===== src/hw/rtl/tcfp_pkg.sv =====
// Shared types and constants of the tuning command frame parser.
package tcfp_pkg;

	typedef struct packed {
		logic [7:0] rx_byte;
		logic       frame_end;
	} in_beat_t;

	typedef struct packed {
		logic [1:0]  status;
		logic [1:0]  loop_select;
		logic [1:0]  gain_select;
		logic [31:0] gain_value;
	} out_beat_t;

	typedef enum logic [1:0] {
		OP_SET = 2'd0,
		OP_ADD = 2'd1,
		OP_SUB = 2'd2
	} op_t;

	localparam logic [1:0] ST_OK      = 2'd0;
	localparam logic [1:0] ST_FRAMING = 2'd1;
	localparam logic [1:0] ST_LETTER  = 2'd2;
	localparam logic [1:0] ST_UNSUP   = 2'd3;

	// Classified frame command handed from the front to the back part.
	typedef struct packed {
		logic [1:0]  status;
		logic [1:0]  loop_select;
		logic [1:0]  gain_select;
		op_t         op;
		logic [2:0]  slot;
		logic [31:0] payload;
	} cmd_t;

	localparam logic [7:0] CH_AT   = 8'h40;
	localparam logic [7:0] CH_EQ   = 8'h3D;
	localparam logic [7:0] CH_BANG = 8'h21;
	localparam logic [7:0] CH_HASH = 8'h23;
	localparam logic [7:0] CH_B    = 8'h42;
	localparam logic [7:0] CH_S    = 8'h53;
	localparam logic [7:0] CH_T    = 8'h54;
	localparam logic [7:0] CH_P    = 8'h50;
	localparam logic [7:0] CH_I    = 8'h49;
	localparam logic [7:0] CH_D    = 8'h44;
	localparam logic [7:0] CH_1    = 8'h31;
	localparam logic [7:0] CH_2    = 8'h32;
	localparam logic [7:0] CH_3    = 8'h33;

	localparam int unsigned MIN_FRAME = 11;
	localparam logic [31:0] CANON_NAN = 32'h7FC00000;

endpackage


===== src/hw/rtl/tuning_command_frame_parser_core.sv =====
// Top level of the tuning command frame parser.
// A frame's status beat is registered in the queue and then in the back part's result
// register; an add or subtract also passes the first stage of the two-stage float adder.
// Throughput: one input beat per cycle while the queue is not full; the back part takes
// the next frame command only after its last status beat is taken, a two-entry queue absorbs bursts.
// Reset clears frame state, the queue and all six gains to +0.0.
module tuning_command_frame_parser_core import tcfp_pkg::*; #(
	parameter int unsigned MAX_FRAME = 64
) (
	input  logic      clk,
	input  logic      arst_n,
	input  logic      in_valid,
	output logic      in_stall,
	input  in_beat_t  in_data,
	output logic      out_valid,
	input  logic      out_stall,
	output out_beat_t out_data
);

	logic cmd_valid, q_full, q_valid, q_pop;
	cmd_t cmd, q_cmd;
	logic in_fire;

	// Stall input only when the queue cannot take a frame end.
	assign in_stall = q_full;
	assign in_fire  = in_valid && !in_stall;

	tcfp_front #(.MAX_FRAME(MAX_FRAME)) u_front (
		.clk(clk), .arst_n(arst_n), .in_beat(in_data), .in_fire(in_fire),
		.cmd_valid(cmd_valid), .cmd(cmd)
	);

	tcfp_queue u_queue (
		.clk(clk), .arst_n(arst_n), .push(cmd_valid), .din(cmd), .full(q_full),
		.pop_valid(q_valid), .dout(q_cmd), .pop(q_pop)
	);

	tcfp_back u_back (
		.clk(clk), .arst_n(arst_n), .cmd_valid(q_valid), .cmd(q_cmd),
		.cmd_take(q_pop), .res_valid(out_valid), .res(out_data),
		.res_take(!out_stall)
	);

endmodule


===== src/hw/rtl/tcfp_front.sv =====
// Front part: collects frame bytes and classifies a frame at its last byte.
module tcfp_front import tcfp_pkg::*; #(
	parameter int unsigned MAX_FRAME = 64
) (
	input  logic     clk,
	input  logic     arst_n,
	input  in_beat_t in_beat,
	input  logic     in_fire,
	output logic     cmd_valid,
	output cmd_t     cmd
);

	logic [6:0]  pos_q;
	logic [7:0]  hdr_q [5];
	logic [31:0] pay_q;
	logic [7:0]  prev_q;
	logic        over_q;

	logic [7:0]  b;
	logic [7:0]  h0, h1, h2, h3, h4;
	logic [31:0] pay;
	logic [1:0]  lp, gn;
	logic        lp_ok, gn_ok, op_ok;
	op_t         op;
	logic [7:0]  len;

	assign b = in_beat.rx_byte;

	// Bytes as they stand with the current beat written in.
	always_comb begin
		h0 = (pos_q == 7'd0) ? b : hdr_q[0];
		h1 = (pos_q == 7'd1) ? b : hdr_q[1];
		h2 = (pos_q == 7'd2) ? b : hdr_q[2];
		h3 = (pos_q == 7'd3) ? b : hdr_q[3];
		h4 = (pos_q == 7'd4) ? b : hdr_q[4];
		pay = pay_q;
		if (pos_q == 7'd5) pay[7:0]   = b;
		if (pos_q == 7'd6) pay[15:8]  = b;
		if (pos_q == 7'd7) pay[23:16] = b;
		if (pos_q == 7'd8) pay[31:24] = b;
		len = {1'b0, pos_q} + 8'd1;
	end

	always_comb begin
		lp = 2'd0; lp_ok = 1'b1;
		case (h1)
			CH_B: lp = 2'd0;
			CH_S: lp = 2'd1;
			CH_T: lp = 2'd2;
			default: lp_ok = 1'b0;
		endcase
		gn = 2'd0; gn_ok = 1'b1;
		case (h3)
			CH_P: gn = 2'd0;
			CH_I: gn = 2'd1;
			CH_D: gn = 2'd2;
			default: gn_ok = 1'b0;
		endcase
		op = OP_SET; op_ok = 1'b1;
		case (h2)
			CH_1: op = OP_SET;
			CH_2: op = OP_ADD;
			CH_3: op = OP_SUB;
			default: op_ok = 1'b0;
		endcase
	end

	always_comb begin
		cmd = '0;
		cmd.op = op;
		cmd.payload = pay;
		cmd.slot = {lp, 1'b0} + {2'b00, (gn != 2'd0)};
		if (over_q || (pos_q >= 7'(MAX_FRAME)) || len < 8'(MIN_FRAME) ||
		    len > 8'(MAX_FRAME) || h0 != CH_AT || h4 != CH_EQ ||
		    prev_q != CH_BANG || b != CH_HASH) begin
			cmd.status = ST_FRAMING;
			cmd.payload = '0;
		end else if (!(lp_ok && gn_ok && op_ok)) begin
			cmd.status = ST_LETTER;
			cmd.loop_select = lp;
			cmd.gain_select = gn;
		end else begin
			cmd.loop_select = lp;
			cmd.gain_select = gn;
			if ((gn == 2'd1 && lp != 2'd1) || (gn == 2'd2 && lp == 2'd1))
				cmd.status = ST_UNSUP;
			else
				cmd.status = ST_OK;
		end
	end

	assign cmd_valid = in_fire && in_beat.frame_end;

	always_ff @(posedge clk or negedge arst_n) begin
		if (!arst_n) begin
			pos_q  <= '0;
			prev_q <= '0;
			over_q <= 1'b0;
			pay_q  <= '0;
			for (int i = 0; i < 5; i++) hdr_q[i] <= '0;
		end else if (in_fire) begin
			if (in_beat.frame_end) begin
				pos_q  <= '0;
				prev_q <= '0;
				over_q <= 1'b0;
				pay_q  <= '0;
				for (int i = 0; i < 5; i++) hdr_q[i] <= '0;
			end else begin
				hdr_q[0] <= h0; hdr_q[1] <= h1; hdr_q[2] <= h2;
				hdr_q[3] <= h3; hdr_q[4] <= h4;
				pay_q  <= pay;
				prev_q <= b;
				if (pos_q >= 7'(MAX_FRAME)) over_q <= 1'b1;
				else pos_q <= pos_q + 7'd1;
			end
		end
	end

endmodule


===== src/hw/rtl/tcfp_fadd.sv =====
// Two-stage single-precision adder, round to nearest even, canonical NaN.
module tcfp_fadd (
	input  logic        clk,
	input  logic        go,
	input  logic [31:0] a,
	input  logic [31:0] b,
	output logic [31:0] sum
);

	// Stage 1: unpack, order operands and align.
	logic        sa, sb, big_s;
	logic [7:0]  ea, eb, big_e;
	logic [23:0] ma, mb, mbig, msml;
	logic [7:0]  d;
	logic [26:0] sml_al;
	logic        sticky;
	logic        swap;
	logic        a_nan, b_nan, a_inf, b_inf;

	logic        sub_s1, big_s_s1, special_s1;
	logic [31:0] special_v_s1;
	logic [7:0]  e_s1;
	logic [26:0] mbig_s1, msml_s1;

	always_comb begin
		sa = a[31]; sb = b[31];
		ea = a[30:23]; eb = b[30:23];
		ma = {(ea != 8'd0), a[22:0]};
		mb = {(eb != 8'd0), b[22:0]};
		swap = {eb, mb} > {ea, ma};
		big_s = swap ? sb : sa;
		big_e = swap ? eb : ea;
		mbig  = swap ? mb : ma;
		msml  = swap ? ma : mb;
		d = (swap ? eb : ea) - (swap ? ea : eb);
		if ((swap ? ea : eb) == 8'd0 && big_e != 8'd0) d = d - 8'd1;
		if (d > 8'd26) begin
			sml_al = '0;
			sticky = (msml != 24'd0);
		end else begin
			sml_al = {msml, 3'b000} >> d;
			sticky = (({msml, 3'b000} & ((27'd1 << d) - 27'd1)) != 27'd0);
		end
		sml_al[0] = sml_al[0] | sticky;
		a_nan = (ea == 8'hFF) && (a[22:0] != 0);
		b_nan = (eb == 8'hFF) && (b[22:0] != 0);
		a_inf = (ea == 8'hFF) && (a[22:0] == 0);
		b_inf = (eb == 8'hFF) && (b[22:0] == 0);
	end

	always_ff @(posedge clk) begin
		if (go) begin
			sub_s1   <= sa ^ sb;
			big_s_s1 <= big_s;
			e_s1     <= (big_e == 8'd0) ? 8'd1 : big_e;
			mbig_s1  <= {mbig, 3'b000};
			msml_s1  <= sml_al;
			special_s1 <= a_nan | b_nan | a_inf | b_inf;
			if (a_nan || b_nan || (a_inf && b_inf && (sa != sb)))
				special_v_s1 <= 32'h7FC00000;
			else if (a_inf)
				special_v_s1 <= a;
			else
				special_v_s1 <= b;
		end
	end

	// Stage 2: add, normalize, round.
	logic [27:0] m;
	logic [4:0]  lz;
	logic [9:0]  e;
	logic [27:0] n;
	logic [23:0] mant;
	logic        rnd;
	logic [24:0] mr;
	logic [9:0]  ef;

	always_comb begin
		m = sub_s1 ? ({1'b0, mbig_s1} - {1'b0, msml_s1})
		           : ({1'b0, mbig_s1} + {1'b0, msml_s1});
		// count leading zeros below the carry bit
		lz = 5'd27;
		for (int i = 0; i <= 26; i++) if (m[i]) lz = 5'(26 - i);
		e = {2'b00, e_s1};
		n = m;
		if (m[27]) begin
			n = {1'b0, m[27:2], m[1] | m[0]};
			e = e + 10'd1;
		end else if (m != 28'd0) begin
			if ({5'd0, lz} < e) begin
				n = m << lz;
				e = e - {5'd0, lz};
			end else begin
				n = m << (e - 10'd1);
				e = 10'd0;
			end
		end else begin
			e = 10'd0;
		end
		mant = n[26:3];
		rnd = n[2] && (n[1] || n[0] || n[3]);
		mr = {1'b0, mant} + {24'd0, rnd};
		ef = e;
		if (mr[24]) begin
			mr = mr >> 1;
			ef = ef + 10'd1;
		end else if (ef == 10'd0 && mr[23]) begin
			ef = 10'd1;
		end
		if (special_s1)
			sum = special_v_s1;
		else if (m == 28'd0)
			sum = {(sub_s1 ? 1'b0 : big_s_s1), 31'd0};
		else if (ef >= 10'd255)
			sum = {big_s_s1, 8'hFF, 23'd0};
		else
			sum = {big_s_s1, ef[7:0], mr[22:0]};
	end

endmodule


===== src/hw/rtl/tcfp_back.sv =====
// Back part: executes frame commands against the gain store.
module tcfp_back import tcfp_pkg::*; (
	input  logic      clk,
	input  logic      arst_n,
	input  logic      cmd_valid,
	input  cmd_t      cmd,
	output logic      cmd_take,
	output logic      res_valid,
	output out_beat_t res,
	input  logic      res_take
);

	typedef enum logic [2:0] {
		S_IDLE = 3'b001,
		S_ADD  = 3'b010,
		S_OUT  = 3'b100
	} st_t;

	st_t         st_q;
	cmd_t        c_q;
	logic [31:0] g_q [6];
	logic [31:0] sum;
	logic [31:0] bsub;
	logic        busy;

	assign busy = st_q != S_IDLE;
	assign cmd_take = cmd_valid && !busy;
	assign bsub = (cmd.op == OP_SUB) ? {~cmd.payload[31], cmd.payload[30:0]} : cmd.payload;
	assign res_valid = st_q == S_OUT;

	tcfp_fadd u_fadd (
		.clk(clk), .go(cmd_take), .a(g_q[cmd.slot]), .b(bsub), .sum(sum)
	);

	always_ff @(posedge clk or negedge arst_n) begin
		if (!arst_n) begin
			st_q <= S_IDLE;
			for (int i = 0; i < 6; i++) g_q[i] <= '0;
		end else begin
			case (st_q)
				S_IDLE: begin
					if (cmd_take) begin
						c_q <= cmd;
						res.status      <= cmd.status;
						res.loop_select <= cmd.loop_select;
						res.gain_select <= cmd.gain_select;
						res.gain_value  <= '0;
						if (cmd.status == ST_OK && cmd.op != OP_SET) begin
							st_q <= S_ADD;
						end else begin
							if (cmd.status == ST_OK) begin
								g_q[cmd.slot]  <= cmd.payload;
								res.gain_value <= cmd.payload;
							end
							st_q <= S_OUT;
						end
					end
				end
				S_ADD: begin
					g_q[c_q.slot]  <= sum;
					res.gain_value <= sum;
					st_q <= S_OUT;
				end
				S_OUT: if (res_take) st_q <= S_IDLE;
				default: st_q <= S_IDLE;
			endcase
		end
	end

endmodule


===== src/hw/rtl/tcfp_queue.sv =====
// Two-entry command queue between front and back.
module tcfp_queue import tcfp_pkg::*; (
	input  logic clk,
	input  logic arst_n,
	input  logic push,
	input  cmd_t din,
	output logic full,
	output logic pop_valid,
	output cmd_t dout,
	input  logic pop
);

	cmd_t       mem_q [2];
	logic       wp_q, rp_q;
	logic [1:0] cnt_q;

	assign full = cnt_q == 2'd2;
	assign pop_valid = cnt_q != 2'd0;
	assign dout = mem_q[rp_q];

	always_ff @(posedge clk) if (push) mem_q[wp_q] <= din;

	always_ff @(posedge clk or negedge arst_n) begin
		if (!arst_n) begin
			wp_q <= 1'b0; rp_q <= 1'b0; cnt_q <= '0;
		end else begin
			if (push) wp_q <= ~wp_q;
			if (pop) rp_q <= ~rp_q;
			cnt_q <= cnt_q + {1'b0, push} - {1'b0, pop};
		end
	end

endmodule


===== config.mk =====
export PLATFORM = sky130hd
export DESIGN_NAME = tuning_command_frame_parser_core
export DESIGN_NICKNAME = d
export VERILOG_FILES = /design/src/hw/rtl/tcfp_pkg.sv /design/src/hw/rtl/tuning_command_frame_parser_core.sv /design/src/hw/rtl/tcfp_front.sv /design/src/hw/rtl/tcfp_fadd.sv /design/src/hw/rtl/tcfp_back.sv /design/src/hw/rtl/tcfp_queue.sv
export SDC_FILE = /design/constraint.sdc
export NUM_CORES = 2
export LEC_CHECK = 0
export BUFFER_PORTS_ARGS = -buffer_cell sky130_fd_sc_hd__clkbuf_2
export CAP_MARGIN = 20
export CORE_AREA = 8 8 277 279
export DETAILED_ROUTE_END_ITERATION = 16
export DIE_AREA = 0 0 285 287
export PLACE_DENSITY = 0.76
export SLEW_MARGIN = 5
export SYNTH_ARGS = -nofsm -noshare
export SYNTH_HDL_FRONTEND = slang
export SYNTH_SLANG_ARGS = --single-unit

===== constraint.sdc =====
create_clock -name clk -period 9.7 [get_ports clk]
set_input_delay 1.94 -clock clk [delete_from_list [all_inputs] [get_ports clk]]
set_output_delay 1.94 -clock clk [all_outputs]
set_load 0.1 [all_outputs]

==> run_results.csv <==
group,metric,value,unit
logic_synthesis,synth-main-ff-cell,"dfrtp_1",
route,vias,36300,
critical_path,cp-end-kind,"register",
logic_synthesis,synth.avg_cell_area,8.39,um^2
layout,stdcell_area,0.0402,mm^2
global_routing,grtUsageTotal,0.320,
timing,setup_violations,0,
route,drc_errors,0,
layout,fill_cells,6450,
route,drtPass1Iterations,7,
logic_synthesis,ys_async_sr_fraction,0.565,
placed_design,dp_slack,-0.168,ns
placed_design,gpl.final_weighted_congestion,1.04,
floorplan,num_rows,99,
critical_path,ff2ff_setup_slack,0.35,ns
clocking,cts_max_path_buffers,3,
timing,fin_ws,0.346,ns
critical_path,required,10.22,ns
floorplan,core,0.0723,mm^2
clocking,clk_latency,0.61,ns
timing,min_period_over_period,0.964,
critical_path,r2r_end,"u_back.g_q[105]",
layout,antennaDiodeCount,0,
global_routing,first_global_vias,34200,
logic_synthesis,synth_most_common_cell,"nand2_1",
floorplan,dieArea,0.0818,mm^2
route,ant_nets,0,
floorplan,initial_utilization,0.495,
floorplan,dieWidth,285,um
critical_path,crit_end,"u_back.g_q[105]",
critical_path,cp.arrival,9.88,ns
global_routing,grt_overflow,0,
route,drt_wl_total,138000,um
timing,max_freq,107,MHz
clocking,root_buffer,"clkbuf_16",
timing,period_needed,9.35,ns
logic_synthesis,synth_area,0.0358,mm^2
timing,tightestPinTransition,1.15,ns
logic_synthesis,yosys-top-cells-count,"643 x nand2_1, 383 x a21oi_1, 349 x o21ai_0",
clocking,clock-sinks,508,
global_routing,antenna_found_initial,2,
critical_path,cp_slowest_cell,"or4_1",
layout,drive_above_1_share,0.128,
critical_path,cp_common_cell,"buf_4",
layout,area_growth,12.3,%
placed_design,dpl_cell_area,0.0383,mm^2
route,viasPerCell,6.83,
logic_synthesis,ys_seq_elements,508,
timing,slew_viol_final,0,
logic_synthesis,ys_seq_area_frac,0.386,
clocking,cts.reportedPaths.clkPinSlew,0.06,ns
logic_synthesis,synth_edf_count,221,
timing,max-slew-margin-rel,0.213,
timing,fin_worst_skew,0.0219,ns
placed_design,portBuffers,52,
layout,num-nets-final,4432,
worst_hold_path,min_path_type,"reg -> reg",
floorplan,fp.dieH,287,um
placed_design,hpwl,94100,um
critical_path,crit_start,"u_back.u_fadd.mbig_s1[13]",
timing,hold_violations,0,
clocking,cts_made_buffers,48,
critical_path,reg2reg_depth,35,
run,drv.max_cap_violation_count,0,
logic_synthesis,synth.top_cell.area_share,0.200,
global_routing,grt_max_degree,154,
clocking,cts_tree,"built",
status,status,"finished clean",
logic_synthesis,synth_top_cell_by_area,"dfrtp_1",
clocking,cts.htree.levels,2,
logic_synthesis,postSynthCellCount,4270,
critical_path,max_stage_delay,0.61,ns
route,drt-initial-drc-count,4944,
clocking,cts_hold_repair.buffers,0,
floorplan,io_pins,53,
global_routing,grt_pass1_wl,207000,um
critical_path,crit_fanout,25,
critical_path,cp-start-kind,"register",
logic_synthesis,ys_top_cells_by_area,"dfrtp_1 20%, edfxtp_1 19%, nand2_1 6.7%",
critical_path,rr_startpoint,"u_back.u_fadd.mbig_s1[13]",
logic_synthesis,synth_cell_type_count,114,
logic_synthesis,synth_nets,4385,
logic_synthesis,yosys_warnings,0,
route,routedWlPerCell,25.9,um
critical_path,crit_type,"reg -> reg",
[cells in the final DEF, fill, tap and decap left out, drive strengths merged, types with 107 or more instances in the layout]
cell,instances
nand3,129
nor2,330
dfrtp,286
a21oi,384
o21ai,364
buf,255
clkbuf,124
a32oi,107
edfxtp,221
inv,133
nand2,643
[critical path: cells and delay by family, from the launching register on]
family / cells / cell delay [ns]
simple gates: 9 / 2.51
buf+inv: 9 / 1.64
fa+ha+maj: 2 / 0.72
compound gates: 13 / 3.40
flops: 1 / 0.40
xor+xnor: 1 / 0.17
mux: 1 / 0.41
[how the worst min path moves through the flow]
| stage | slack (ns) | depth (start not counted) | end | start |
|---|---|---|---|---|
| after floorplan | 0.43 | 2 | u_front.prev_q[1] | u_front.prev_q[1] |
| after global placement | 0.44 | 2 | u_front.prev_q[1] | u_front.prev_q[1] |
| after detailed placement | 0.45 | 2 | u_front.prev_q[1] | u_front.prev_q[1] |
| after CTS | 0.46 | 2 | u_front.prev_q[1] | u_front.prev_q[1] |
| after global routing | 0.50 | 2 | u_front.pay_q[20] | u_front.pay_q[20] |
| final | 0.46 | 2 | u_front.prev_q[1] | u_front.prev_q[1] |
[per-stage QoR]
step | std cells | TNS, ns | utilization | hold WS, ns
finish | 5314 | 0 | 0.556 | 0.463
detailed placement | 5223 | -1.17 | 0.529 | 0.450
global placement | 5223 | -0.0716 | 0.529 | 0.444
CTS | 5311 | 0 | 0.551 | 0.464
floorplan | 4270 | 0 | - | 0.430
global route | 5314 | -0.0430 | 0.556 | 0.502
[what timing repair did]
action / 4_1_cts / 5_1_grt
setup endpoints to repair: 100 / 217
buffers inserted: 0 / 3
resized for setup: 3 / 56
pin swaps: 1 / 9
[kinds of logic after synthesis]
| logic type | count (synthesis) | share of synthesized area |
|---|---|---|
| and+or+nand+nor | 1545 | 0.203 |
| AOI/OAI and AO/OA | 1503 | 0.282 |
| DFF | 508 | 0.386 |
| buffers and inverters | 449 | 0.0489 |
| adders and majority gates | 102 | 0.0361 |
| muxes | 89 | 0.0258 |
| xor gates and xnor gates | 74 | 0.0186 |
[area by class of cell]
cell class                 instances  area, um^2  area share
tap                              959        1200      0.0299
timing repair buffer             306        2360      0.0586
multi-input combinational       3313       20700       0.514
clock buffer                      73        1440      0.0358
clock inverter                    15         171     0.00426
inverter                         140         526      0.0131
sequential                       508       13800       0.344
[metal layers]
layer  up-vias  track usage  part of all wire
met5         -            0          0.000094
met4         2        0.197             0.073
met3       600       0.0761              0.11
met2      2614        0.488              0.43
met1     17100        0.409              0.38
li1      16000            -                 -
[registers in the layout, summed over array words and instances, names as in the netlist, 8 cells and up]
name and count:
u_back.res 38, u_back.g_q 192, u_front.pay_q 32, u_back.u_fadd.special_v_s1 32, u_queue.mem_q 86, u_front.prev_q 8
u_back.u_fadd.e_s1 8, u_back.u_fadd.msml_s1 27, u_front.hdr_q 40, u_back.u_fadd.mbig_s1 24
Power is left out: the tool's default activity adds up to more than one toggle a clock period on the data nets, which glitch-free logic cannot reach.
